**config.mk**
```make
export PLATFORM = sky130hd
export DESIGN_NAME = tensor_permute_address_gen
export DESIGN_NICKNAME = d
export VERILOG_FILES = /design/src/rtl/tpag_pkg.sv /design/src/rtl/tpag_cfg.sv /design/src/rtl/tpag_setup.sv /design/src/rtl/tpag_walk.sv /design/src/rtl/tpag_oq.sv /design/src/rtl/tensor_permute_address_gen.sv
export SDC_FILE = /design/constraint.sdc
export NUM_CORES = 2
export LEC_CHECK = 0
export ABC_AREA = 0
export BUFFER_PORTS_ARGS = -buffer_cell sky130_fd_sc_hd__buf_2
export CORE_AREA = 2 2 365 367
export DETAILED_ROUTE_END_ITERATION = 6
export DIE_AREA = 0 0 367 369
export SLEW_MARGIN = 20
export SYNTH_ARGS = -nofsm -noshare
export SYNTH_HDL_FRONTEND = slang
export SYNTH_HIERARCHICAL = 1
export SYNTH_SLANG_ARGS = --single-unit
```
**constraint.sdc**
```tcl
create_clock -name clk -period 10.35 [get_ports clk]
set_clock_uncertainty 0.2 [all_clocks]
set_input_delay 1.5525 -clock clk [delete_from_list [all_inputs] [get_ports clk]]
set_output_delay 1.5525 -clock clk [all_outputs]
set_load 0.02 [all_outputs]
```
**src/rtl/tpag_pkg.sv**
```systemverilog
`timescale 1ns / 1ps

package tpag_pkg;

	localparam int MAX_RANK  = 4;
	localparam int DIM_BITS  = 12;
	localparam int ELEM_BITS = 24;
	localparam int LEN_W     = DIM_BITS + 1;
	localparam int RANK_W    = 3;
	localparam int AX_W      = 2;
	localparam int ORDER_W   = 8;
	localparam int TOT_W     = ELEM_BITS + 1;
	localparam int ADDR_W    = 5;
	localparam int DATA_W    = 32;
	localparam int IDX_W     = 3;

	typedef logic [AX_W-1:0]      ax_t;
	typedef logic [RANK_W-1:0]    rank_t;
	typedef logic [LEN_W-1:0]     len_t;
	typedef logic [DIM_BITS-1:0]  pos_t;
	typedef logic [ELEM_BITS-1:0] elem_t;
	typedef logic [TOT_W-1:0]     tot_t;
	typedef logic [IDX_W-1:0]     idx_t;

	localparam len_t DIM_MAX   = len_t'(1) << DIM_BITS;
	localparam tot_t TOT_LIMIT = tot_t'(1) << ELEM_BITS;
	localparam tot_t TOT_SAT   = TOT_LIMIT + tot_t'(1);

	localparam idx_t REG_RANK       = idx_t'(0);
	localparam idx_t REG_LEN_0      = idx_t'(1);
	localparam idx_t REG_LEN_1      = idx_t'(2);
	localparam idx_t REG_LEN_2      = idx_t'(3);
	localparam idx_t REG_LEN_3      = idx_t'(4);
	localparam idx_t REG_AXIS_ORDER = idx_t'(5);

	localparam rank_t RESET_RANK  = rank_t'(4);
	localparam len_t  RESET_LEN   = len_t'(1);
	localparam logic [ORDER_W-1:0] RESET_ORDER = 8'd228;

	typedef struct packed {
		rank_t                       rank;
		logic [MAX_RANK-1:0][LEN_W-1:0] out_len;
		logic [ORDER_W-1:0]          axis_order;
	} cfg_t;

	typedef enum logic [1:0] {
		SU_IDLE,
		SU_STRIDE,
		SU_SELECT,
		SU_CONTRIB
	} setup_state_t;

	typedef struct packed {
		logic busy;
		logic c_load;
		ax_t  c_idx;
	} setup_ctl_t;

	typedef struct packed {
		elem_t src_offset;
		elem_t dst_index;
		logic  last;
		logic  size_error;
	} out_item_t;

	function automatic rank_t active_rank(cfg_t c);
		rank_t r;
		r = c.rank;
		if (r == rank_t'(0)) begin
			r = rank_t'(1);
		end else if (r > rank_t'(MAX_RANK)) begin
			r = rank_t'(MAX_RANK);
		end
		return r;
	endfunction

	function automatic len_t axis_len(cfg_t c, ax_t j);
		len_t v;
		v = c.out_len[j];
		if (v == len_t'(0)) begin
			v = len_t'(1);
		end else if (v > DIM_MAX) begin
			v = DIM_MAX;
		end
		return v;
	endfunction

	function automatic ax_t axis_src(cfg_t c, ax_t j);
		return c.axis_order[j*AX_W +: AX_W];
	endfunction

endpackage

```
**src/rtl/tpag_cfg.sv**
```systemverilog
`timescale 1ns / 1ps

module tpag_cfg (
	input  logic                         clk,
	input  logic                         arst_n,
	input  logic                         psel,
	input  logic                         penable,
	input  logic                         pwrite,
	input  logic [tpag_pkg::ADDR_W-1:0]  paddr,
	input  logic [tpag_pkg::DATA_W-1:0]  pwdata,
	output logic [tpag_pkg::DATA_W-1:0]  prdata,
	output logic                         pready,
	output tpag_pkg::cfg_t               cfg,
	output logic                         cfg_wr
);

	tpag_pkg::cfg_t cfg_q;
	tpag_pkg::idx_t idx;

	assign idx    = paddr[tpag_pkg::ADDR_W-1:2];
	assign pready = 1'b1;
	assign cfg_wr = psel & penable & pwrite;
	assign cfg    = cfg_q;

	always_ff @(posedge clk or negedge arst_n) begin
		if (!arst_n) begin
			cfg_q.rank       <= tpag_pkg::RESET_RANK;
			cfg_q.out_len    <= {tpag_pkg::MAX_RANK{tpag_pkg::RESET_LEN}};
			cfg_q.axis_order <= tpag_pkg::RESET_ORDER;
		end else if (cfg_wr) begin
			unique case (idx)
				tpag_pkg::REG_RANK:       cfg_q.rank <= pwdata[tpag_pkg::RANK_W-1:0];
				tpag_pkg::REG_LEN_0:      cfg_q.out_len[0] <= pwdata[tpag_pkg::LEN_W-1:0];
				tpag_pkg::REG_LEN_1:      cfg_q.out_len[1] <= pwdata[tpag_pkg::LEN_W-1:0];
				tpag_pkg::REG_LEN_2:      cfg_q.out_len[2] <= pwdata[tpag_pkg::LEN_W-1:0];
				tpag_pkg::REG_LEN_3:      cfg_q.out_len[3] <= pwdata[tpag_pkg::LEN_W-1:0];
				tpag_pkg::REG_AXIS_ORDER: cfg_q.axis_order <= pwdata[tpag_pkg::ORDER_W-1:0];
				default: begin
				end
			endcase
		end
	end

	always_comb begin
		prdata = '0;
		unique case (idx)
			tpag_pkg::REG_RANK:       prdata = tpag_pkg::DATA_W'(cfg_q.rank);
			tpag_pkg::REG_LEN_0:      prdata = tpag_pkg::DATA_W'(cfg_q.out_len[0]);
			tpag_pkg::REG_LEN_1:      prdata = tpag_pkg::DATA_W'(cfg_q.out_len[1]);
			tpag_pkg::REG_LEN_2:      prdata = tpag_pkg::DATA_W'(cfg_q.out_len[2]);
			tpag_pkg::REG_LEN_3:      prdata = tpag_pkg::DATA_W'(cfg_q.out_len[3]);
			tpag_pkg::REG_AXIS_ORDER: prdata = tpag_pkg::DATA_W'(cfg_q.axis_order);
			default:                  prdata = '0;
		endcase
	end

endmodule

```
**src/rtl/tpag_setup.sv**
```systemverilog
`timescale 1ns / 1ps

module tpag_setup (
	input  logic                                               clk,
	input  logic                                               arst_n,
	input  tpag_pkg::cfg_t                                     cfg,
	input  logic                                               cfg_wr,
	output tpag_pkg::setup_ctl_t                               ctl,
	output logic [tpag_pkg::MAX_RANK-1:0][tpag_pkg::ELEM_BITS-1:0] stride_sel,
	output logic                                               size_error
);

	tpag_pkg::setup_state_t state_q, state_n;
	tpag_pkg::ax_t          cnt_q, cnt_n;
	tpag_pkg::elem_t        stride_q [tpag_pkg::MAX_RANK];
	logic [tpag_pkg::MAX_RANK-1:0][tpag_pkg::ELEM_BITS-1:0] s_q;
	tpag_pkg::tot_t         tot_q;

	tpag_pkg::rank_t r, r_m1, cnt_r;
	tpag_pkg::ax_t   nxt_idx, sel_src;
	tpag_pkg::len_t  src_len_n, cur_len;
	logic [tpag_pkg::ELEM_BITS+tpag_pkg::LEN_W-1:0] stride_prod;
	logic [tpag_pkg::TOT_W+tpag_pkg::LEN_W-1:0]     tot_prod;
	tpag_pkg::elem_t stride_new, s_new;
	tpag_pkg::tot_t  tot_new;

	// The length of source axis a comes from the lowest output axis that names it.
	function automatic tpag_pkg::len_t src_len(tpag_pkg::cfg_t c, tpag_pkg::ax_t a,
			tpag_pkg::rank_t rk);
		tpag_pkg::len_t v;
		v = tpag_pkg::len_t'(1);
		for (int j = tpag_pkg::MAX_RANK - 1; j >= 0; j--) begin
			if (tpag_pkg::rank_t'(j) < rk &&
					tpag_pkg::axis_src(c, tpag_pkg::ax_t'(j)) == a) begin
				v = tpag_pkg::axis_len(c, tpag_pkg::ax_t'(j));
			end
		end
		return v;
	endfunction

	always_comb begin
		r           = tpag_pkg::active_rank(cfg);
		r_m1        = r - tpag_pkg::rank_t'(1);
		cnt_r       = tpag_pkg::rank_t'(cnt_q);
		nxt_idx     = cnt_q + tpag_pkg::ax_t'(1);
		src_len_n   = src_len(cfg, nxt_idx, r);
		cur_len     = tpag_pkg::axis_len(cfg, cnt_q);
		stride_prod = stride_q[nxt_idx] * src_len_n;
		tot_prod    = tot_q * cur_len;
		sel_src     = tpag_pkg::axis_src(cfg, cnt_q);

		if (cnt_r == r_m1) begin
			stride_new = tpag_pkg::elem_t'(1);
		end else if (cnt_r < r_m1) begin
			stride_new = stride_prod[tpag_pkg::ELEM_BITS-1:0];
		end else begin
			stride_new = '0;
		end

		if (cnt_r >= r) begin
			tot_new = tot_q;
		end else if (tot_prod > {{tpag_pkg::LEN_W{1'b0}}, tpag_pkg::TOT_LIMIT}) begin
			tot_new = tpag_pkg::TOT_SAT;
		end else begin
			tot_new = tot_prod[tpag_pkg::TOT_W-1:0];
		end

		if (cnt_r < r && tpag_pkg::rank_t'(sel_src) < r) begin
			s_new = stride_q[sel_src];
		end else begin
			s_new = '0;
		end
	end

	always_ff @(posedge clk or negedge arst_n) begin
		if (!arst_n) begin
			state_q <= tpag_pkg::SU_STRIDE;
			cnt_q   <= tpag_pkg::ax_t'(tpag_pkg::MAX_RANK - 1);
		end else begin
			state_q <= state_n;
			cnt_q   <= cnt_n;
		end
	end

	always_comb begin
		state_n = state_q;
		cnt_n   = cnt_q;
		ctl     = '0;
		unique case (state_q)
			tpag_pkg::SU_IDLE: begin
			end
			tpag_pkg::SU_STRIDE: begin
				ctl.busy = 1'b1;
				if (cnt_q == '0) begin
					state_n = tpag_pkg::SU_SELECT;
					cnt_n   = tpag_pkg::ax_t'(tpag_pkg::MAX_RANK - 1);
				end else begin
					cnt_n = cnt_q - tpag_pkg::ax_t'(1);
				end
			end
			tpag_pkg::SU_SELECT: begin
				ctl.busy = 1'b1;
				if (cnt_q == '0) begin
					state_n = tpag_pkg::SU_CONTRIB;
					cnt_n   = tpag_pkg::ax_t'(tpag_pkg::MAX_RANK - 1);
				end else begin
					cnt_n = cnt_q - tpag_pkg::ax_t'(1);
				end
			end
			tpag_pkg::SU_CONTRIB: begin
				ctl.busy   = 1'b1;
				ctl.c_load = 1'b1;
				ctl.c_idx  = cnt_q;
				if (cnt_q == '0) begin
					state_n = tpag_pkg::SU_IDLE;
				end else begin
					cnt_n = cnt_q - tpag_pkg::ax_t'(1);
				end
			end
			default: begin
				state_n = tpag_pkg::SU_IDLE;
			end
		endcase
		if (cfg_wr) begin
			state_n = tpag_pkg::SU_STRIDE;
			cnt_n   = tpag_pkg::ax_t'(tpag_pkg::MAX_RANK - 1);
		end
	end

	always_ff @(posedge clk or negedge arst_n) begin
		if (!arst_n) begin
			tot_q <= tpag_pkg::tot_t'(1);
		end else if (cfg_wr) begin
			tot_q <= tpag_pkg::tot_t'(1);
		end else if (state_q == tpag_pkg::SU_STRIDE) begin
			tot_q <= tot_new;
		end
	end

	always_ff @(posedge clk) begin
		if (!cfg_wr && state_q == tpag_pkg::SU_STRIDE) begin
			stride_q[cnt_q] <= stride_new;
		end
		if (!cfg_wr && state_q == tpag_pkg::SU_SELECT) begin
			s_q[cnt_q] <= s_new;
		end
	end

	assign stride_sel = s_q;
	assign size_error = tot_q > tpag_pkg::TOT_LIMIT;

endmodule

```
**src/rtl/tpag_walk.sv**
```systemverilog
`timescale 1ns / 1ps

module tpag_walk (
	input  logic                                               clk,
	input  logic                                               arst_n,
	input  tpag_pkg::cfg_t                                     cfg,
	input  tpag_pkg::setup_ctl_t                               ctl,
	input  logic [tpag_pkg::MAX_RANK-1:0][tpag_pkg::ELEM_BITS-1:0] stride_sel,
	input  logic                                               size_error,
	input  logic                                               accept,
	input  logic                                               restart,
	output tpag_pkg::out_item_t                                item
);

	tpag_pkg::pos_t  pos_q [tpag_pkg::MAX_RANK];
	tpag_pkg::elem_t c_q   [tpag_pkg::MAX_RANK];
	tpag_pkg::elem_t dst_q;

	tpag_pkg::pos_t  pos_e [tpag_pkg::MAX_RANK];
	tpag_pkg::elem_t c_e   [tpag_pkg::MAX_RANK];
	tpag_pkg::pos_t  pos_n [tpag_pkg::MAX_RANK];
	tpag_pkg::elem_t c_n   [tpag_pkg::MAX_RANK];
	tpag_pkg::elem_t dst_e, dst_n, offset;
	tpag_pkg::len_t  inc   [tpag_pkg::MAX_RANK];
	logic [tpag_pkg::MAX_RANK-1:0] in_use, done, carry;
	logic            last;
	tpag_pkg::rank_t r;
	logic [tpag_pkg::DIM_BITS+tpag_pkg::ELEM_BITS-1:0] c_prod;

	// Each axis keeps its share of the source offset, so one step is a few adds.
	always_comb begin
		r      = tpag_pkg::active_rank(cfg);
		dst_e  = restart ? '0 : dst_q;
		offset = '0;
		for (int j = 0; j < tpag_pkg::MAX_RANK; j++) begin
			pos_e[j]  = restart ? '0 : pos_q[j];
			c_e[j]    = restart ? '0 : c_q[j];
			in_use[j] = tpag_pkg::rank_t'(j) < r;
			inc[j]    = {1'b0, pos_e[j]} + tpag_pkg::len_t'(1);
			done[j]   = !in_use[j] || inc[j] >= tpag_pkg::axis_len(cfg, tpag_pkg::ax_t'(j));
			offset    = offset + c_e[j];
		end
		last = &done;

		carry[tpag_pkg::MAX_RANK-1] = 1'b1;
		for (int j = tpag_pkg::MAX_RANK - 2; j >= 0; j--) begin
			carry[j] = carry[j+1] & done[j+1];
		end

		for (int j = 0; j < tpag_pkg::MAX_RANK; j++) begin
			pos_n[j] = pos_e[j];
			c_n[j]   = c_e[j];
			if (last) begin
				pos_n[j] = '0;
				c_n[j]   = '0;
			end else if (in_use[j] && carry[j]) begin
				if (done[j]) begin
					pos_n[j] = '0;
					c_n[j]   = '0;
				end else begin
					pos_n[j] = inc[j][tpag_pkg::DIM_BITS-1:0];
					c_n[j]   = c_e[j] + stride_sel[j];
				end
			end
		end
		dst_n = last ? '0 : dst_e + tpag_pkg::elem_t'(1);

		c_prod = pos_q[ctl.c_idx] * stride_sel[ctl.c_idx];

		item.src_offset = offset;
		item.dst_index  = dst_e;
		item.last       = last;
		item.size_error = size_error;
	end

	always_ff @(posedge clk or negedge arst_n) begin
		if (!arst_n) begin
			for (int j = 0; j < tpag_pkg::MAX_RANK; j++) begin
				pos_q[j] <= '0;
				c_q[j]   <= '0;
			end
			dst_q <= '0;
		end else if (ctl.c_load) begin
			c_q[ctl.c_idx] <= c_prod[tpag_pkg::ELEM_BITS-1:0];
		end else if (accept) begin
			for (int j = 0; j < tpag_pkg::MAX_RANK; j++) begin
				pos_q[j] <= pos_n[j];
				c_q[j]   <= c_n[j];
			end
			dst_q <= dst_n;
		end
	end

`ifndef SYNTH
	a_no_step_during_load: assert property (@(posedge clk) disable iff (!arst_n)
		ctl.c_load |-> !accept)
		else $error("request accepted while axis offsets are being rebuilt");

	a_last_clears_walk: assert property (@(posedge clk) disable iff (!arst_n)
		accept && last |=> dst_q == '0 && pos_q[0] == '0 && c_q[0] == '0)
		else $error("walk not back at the first element after the last one");

	a_index_advances: assert property (@(posedge clk) disable iff (!arst_n)
		accept && !last |=> dst_q == $past(dst_e) + tpag_pkg::elem_t'(1))
		else $error("output index did not advance by one");
`endif

endmodule

```
**src/rtl/tpag_oq.sv**
```systemverilog
`timescale 1ns / 1ps

module tpag_oq (
	input  logic                clk,
	input  logic                arst_n,
	input  logic                push,
	input  tpag_pkg::out_item_t push_item,
	output logic                space,
	output logic                out_valid,
	input  logic                out_ready,
	output tpag_pkg::out_item_t out_item
);

	tpag_pkg::out_item_t mem_q [2];
	logic                wr_q, rd_q;
	logic [1:0]          cnt_q;
	logic                pop;

	assign space     = cnt_q != 2'd2;
	assign out_valid = cnt_q != 2'd0;
	assign out_item  = mem_q[rd_q];
	assign pop       = out_valid & out_ready;

	always_ff @(posedge clk or negedge arst_n) begin
		if (!arst_n) begin
			wr_q  <= 1'b0;
			rd_q  <= 1'b0;
			cnt_q <= 2'd0;
		end else begin
			if (push) begin
				wr_q <= ~wr_q;
			end
			if (pop) begin
				rd_q <= ~rd_q;
			end
			if (push && !pop) begin
				cnt_q <= cnt_q + 2'd1;
			end else if (pop && !push) begin
				cnt_q <= cnt_q - 2'd1;
			end
		end
	end

	always_ff @(posedge clk) begin
		if (push) begin
			mem_q[wr_q] <= push_item;
		end
	end

`ifndef SYNTH
	a_fill_bounded: assert property (@(posedge clk) disable iff (!arst_n)
		cnt_q != 2'd3 && !(cnt_q == 2'd2 && push))
		else $error("output queue overfilled");
`endif

endmodule

```
**src/rtl/tensor_permute_address_gen.sv**
```systemverilog
`timescale 1ns / 1ps

// Address generator for an N-dimensional tensor transpose.
// Each request on the input channel (in_valid/in_ready, field restart) yields one
// result on the output channel (out_valid/out_ready): the source element offset,
// the linear output index, a flag on the final element and a size error flag.
// The walk goes over the output in row-major order, last axis fastest, and
// returns to the first element after the last one or when restart is set.
// A result is registered in the output queue when its request is accepted. One
// request can go in every cycle while no rebuild runs and the receiver keeps up.
// Results wait in a two-entry output queue; when the receiver stalls the queue
// fills and in_ready drops, and nothing is lost.
// Registers are written over the APB port. After reset and after every write,
// the source strides, the per-axis stride selection and the per-axis offsets
// are rebuilt in that order by a short sequence during which in_ready is low.
// Reset clears the walk to the first element and loads the register defaults.

module tensor_permute_address_gen (
	input  logic                                clk,
	input  logic                                arst_n,
	input  logic                                psel,
	input  logic                                penable,
	input  logic                                pwrite,
	input  logic [tpag_pkg::ADDR_W-1:0]         paddr,
	input  logic [tpag_pkg::DATA_W-1:0]         pwdata,
	output logic [tpag_pkg::DATA_W-1:0]         prdata,
	output logic                                pready,
	input  logic                                in_valid,
	output logic                                in_ready,
	input  logic                                restart,
	output logic                                out_valid,
	input  logic                                out_ready,
	output logic [tpag_pkg::ELEM_BITS-1:0]      src_offset,
	output logic [tpag_pkg::ELEM_BITS-1:0]      dst_index,
	output logic                                last,
	output logic                                size_error
);

	tpag_pkg::cfg_t       cfg;
	logic                 cfg_wr;
	tpag_pkg::setup_ctl_t ctl;
	logic [tpag_pkg::MAX_RANK-1:0][tpag_pkg::ELEM_BITS-1:0] stride_sel;
	logic                 size_err;
	logic                 space, accept;
	tpag_pkg::out_item_t  item, out_item;

	assign in_ready = !ctl.busy && !cfg_wr && space;
	assign accept   = in_valid & in_ready;

	tpag_cfg u_cfg (
		.clk     (clk),
		.arst_n  (arst_n),
		.psel    (psel),
		.penable (penable),
		.pwrite  (pwrite),
		.paddr   (paddr),
		.pwdata  (pwdata),
		.prdata  (prdata),
		.pready  (pready),
		.cfg     (cfg),
		.cfg_wr  (cfg_wr)
	);

	tpag_setup u_setup (
		.clk        (clk),
		.arst_n     (arst_n),
		.cfg        (cfg),
		.cfg_wr     (cfg_wr),
		.ctl        (ctl),
		.stride_sel (stride_sel),
		.size_error (size_err)
	);

	tpag_walk u_walk (
		.clk        (clk),
		.arst_n     (arst_n),
		.cfg        (cfg),
		.ctl        (ctl),
		.stride_sel (stride_sel),
		.size_error (size_err),
		.accept     (accept),
		.restart    (restart),
		.item       (item)
	);

	tpag_oq u_oq (
		.clk       (clk),
		.arst_n    (arst_n),
		.push      (accept),
		.push_item (item),
		.space     (space),
		.out_valid (out_valid),
		.out_ready (out_ready),
		.out_item  (out_item)
	);

	assign src_offset = out_item.src_offset;
	assign dst_index  = out_item.dst_index;
	assign last       = out_item.last;
	assign size_error = out_item.size_error;

`ifndef SYNTH
	a_write_starts_rebuild: assert property (@(posedge clk) disable iff (!arst_n)
		cfg_wr |=> ctl.busy && !in_ready)
		else $error("register write did not hold off requests");
`endif

endmodule
```
==> qor.log <==
qor: run_status.status finished clean
qor: floorplan.start_util 44.82%
qor: placement.gp_routability_congestion 0.9646
qor: logic_synthesis.top_cells_by_count_synth nand2_1 (749), inv_1 (746), fa_1 (631)
qor: final_layout.nets 6900
qor: clocking.postCtsHoldBufs 0
qor: sta.timing.max_slew.rel_slack 16.12%
qor: clocking.clkTransAtPathRegs 0.06 ns
qor: sta.report.final.setup_viol 0
qor: critical_path.timing.critical_path.arrival 9.64 ns
qor: floorplan.rows 133
qor: logic_synthesis.synth_top_flop_cell edfxtp_1
qor: logic_synthesis.netlist_area 58770 sq um
qor: placement.detailed_place_hpwl 129500 microns
qor: flow_run.max_cap_violations 0
qor: final_layout.num-fill-cells 12300
qor: clocking.tritoncts_clock_tree built
qor: grt.global_route.usage.total 25.61%
qor: sta.transition_at_the_pin_with_the_smallest_max_transition_slack 1.254 ns
qor: critical_path.worst_ep_required_time 10.76 ns
qor: grt.number_of_antenna_violations_at_the_first_check_in_global_routing 3
qor: sta.final_period_minus_worst_setup_slack 9.227 ns
qor: sta.achievable-frequency 108.4 MHz
qor: logic_synthesis.post-synth-top-count-cell nand2_1
qor: sta.setup-tns-final 0 ns
qor: clocking.cts.root.buffer_cell clkbuf_16
qor: drt.drt_pass1_iterations 6
qor: drt.drt_wl_total 172900 microns
qor: final_layout.syn_to_final_growth 7.565%
qor: sta.hold_viol 0
qor: floorplan.io-pin-count 130
qor: floorplan.coreArea 131100 sq um
qor: logic_synthesis.synth.top_cells.by_area fa_1 (21%), edfxtp_1 (15%), dfrtp_1 (11%)
qor: clocking.cts_made_buffers 67
qor: clocking.post-cts-setup-buffers 0
qor: grt.grt_first_pass_wirelength 268100 microns
qor: grt.grt_overflow 0
qor: placement.port_buffers 88
qor: logic_synthesis.synth_enable_flop_cells 292
qor: drt.ant_nets 0
qor: critical_path.crit_path_end_kind register
qor: clocking.clock_path_buffers 3
qor: floorplan.die-area 135400 sq um
qor: logic_synthesis.postSynthRegisterBits 556
qor: drt.post-route-drc-count 0
qor: logic_synthesis.synth_async_sr_flop_share 47.48%
qor: sta.finalCritPeriodShare 89.15%
qor: drt.route.detailed.vias_per_inst 5.806
qor: logic_synthesis.syn-mean-instance-area 9.964 sq um
qor: min_path.min_path_type register to register
qor: grt.grt_start_max_net_pins 127
qor: drt.post_drt_wl_per_cell 22.52 microns
qor: critical_path.crit_path_max_fanout 25
qor: logic_synthesis.synth.distinct_cells 105
qor: logic_synthesis.synth-seq-area-share 26.19%
qor: logic_synthesis.syn-instance-count 5898
qor: sta.rsz0062_at_grt no
qor: critical_path.worstSetupPathType register to register
qor: logic_synthesis.synth_top_area_share 21.50%
qor: drt.vias 44570
qor: sta.timing_max_transition_violations_final 0
qor: clocking.cts.sink_count 556
qor: drt.initial_drc_count 4019
qor: clocking.htree_num_levels 3
qor: clocking.worstSkewPairLatency 0.66 ns
qor: floorplan.dieHeight 369 microns
qor: logic_synthesis.ys_warn_count 6
qor: logic_synthesis.yosys.area.top_type fa_1
qor: clocking.ctsResizeCount 0
qor: grt.first_global_vias 44700
qor: critical_path.critical_path.startpoint_type register
qor: floorplan.die_w 367 microns
qor: final_layout.layout-drive-gt1-share 10.25%
==> area by class of cell <==
cell class                      count  area, sq um  area share, %
Multi-Input combinational cell   4321        39380          62.29
Sequential cell                   556        15390          24.35
Inverter                          746         2800          4.430
Tap cell                         1755         2196          3.474
Clock buffer                       93         1884          2.981
Timing Repair Buffer              176         1142          1.807
Clock inverter                     29        414.1         0.6552
Antenna cell                        1        2.502       0.003959
==> through the flow <==
step / cells / setup WS [ns] / instance area [sq um] / hold WS [ns] / util, %
2_1_floorplan: 5916 / 1.523 / 58830 / 0.2375 / -
3_3_place_gp: 7554 / 1.207 / 60890 / 0.2490 / 46.44
3_5_place_dp: 7554 / 1.245 / 60900 / 0.2562 / 46.44
4_1_cts: 7676 / 1.204 / 63200 / 0.2747 / 48.19
5_1_grt: 7676 / 0.4292 / 63210 / 0.2892 / 48.20
6_report: 7677 / 1.123 / 63210 / 0.2686 / 48.21
==> kinds of logic after synthesis <==
family | Yosys count | share of synthesized area (%)
xor gates and xnor gates | 234 | 3.547
DFF | 556 | 26.19
and+or+nand+nor | 1860 | 15.69
buffers and inverters | 1039 | 7.135
muxes | 259 | 7.156
adders and majority gates | 987 | 29.08
other | 2 | 0.01278
AOI/OAI and AO/OA | 961 | 11.19
==> critical path: stages (launching register included) <==
cell	delay, ns
dfrtp_1	0.67
mux4_2	0.67
buf_4	0.33
nor2b_1	0.07
buf_4	0.23
and2_1	0.22
fa_1	0.53
inv_1	0.05
fa_1	0.52
inv_1	0.06
fa_1	0.48
fa_1	0.50
inv_1	0.06
fa_1	0.54
inv_1	0.04
ha_1	0.24
nor4_1	0.83
a211oi_1	0.31
o31ai_1	0.62
and4b_1	0.28
o2111ai_1	0.12
nor4_1	0.37
nand4_1	0.15
buf_4	0.22
nor2_2	0.55
a41o_1	0.26
==> per-layer routing <==
layer / share of wire [%] / global-route usage (%) / vias to the layer above
met2: 46 / 40.79 / 1808
met5: 0 / 0 / -
met4: 3.5 / 8.536 / 0
li1: - / - / 19790
met3: 7.5 / 3.670 / 343
met1: 43 / 35.94 / 22630
==> flip-flops by register name, indices dropped and copies added (netlist names) <==
name                flops
u_cfg/cfg              63
u_walk/dst_q           24
u_walk/c_q             96
u_walk/pos_q           48
u_oq/wr_q               1
u_setup/tot_q          25
u_setup/stride_q       96
u_oq/rd_q               1
u_setup/stride_sel     96
u_setup/cnt_q           2
u_setup/state_q         2
u_oq/cnt_q              2
u_oq/mem_q            100
==> placed cells by master (no fill, tap or decap), types with 61 or more instances in the layout <==
| cell type | count |
|---|---|
| nor2b_1 | 252 |
| nor3_1 | 68 |
| dfrtp_1 | 250 |
| fa_1 | 631 |
| mux4_2 | 99 |
| nand2_1 | 748 |
| nor2_1 | 207 |
| a21o_1 | 90 |
| inv_1 | 746 |
| clkbuf_16 | 67 |
| nand3_1 | 83 |
| o21ai_0 | 203 |
| buf_2 | 86 |
| and2_1 | 237 |
| a21oi_1 | 186 |
| xor2_1 | 88 |
| edfxtp_1 | 292 |
| ha_1 | 355 |
| mux2_2 | 61 |
| xnor2_1 | 143 |
| buf_4 | 86 |
==> final timing paths <==
path / slack [ns] / depth (start not counted) / start / endpoint
min: 0.27 / 2 / u_walk/c_q[55]$_DFFE_PN0P_ / u_walk/c_q[55]$_DFFE_PN0P_
max: 1.12 / 25 / u_cfg/cfg[59]$_DFFE_PN0P_ / u_setup/tot_q[14]$_DFFE_PN0P_
max in group asynchronous: 7.18 / 3 / arst_n / u_cfg/cfg[54]$_DFFE_PN0P_
max reg2reg: 1.12 / 25 / u_cfg/cfg[59]$_DFFE_PN0P_ / u_setup/tot_q[14]$_DFFE_PN0P_
min reg2reg: 0.27 / 2 / u_walk/c_q[55]$_DFFE_PN0P_ / u_walk/c_q[55]$_DFFE_PN0P_
min in group asynchronous: 0.72 / 1 / arst_n / u_walk/dst_q[4]$_DFFE_PN0P_
Power is not shown: default switching activity piles up to over one toggle a cycle in this logic, so the estimate is an artifact.
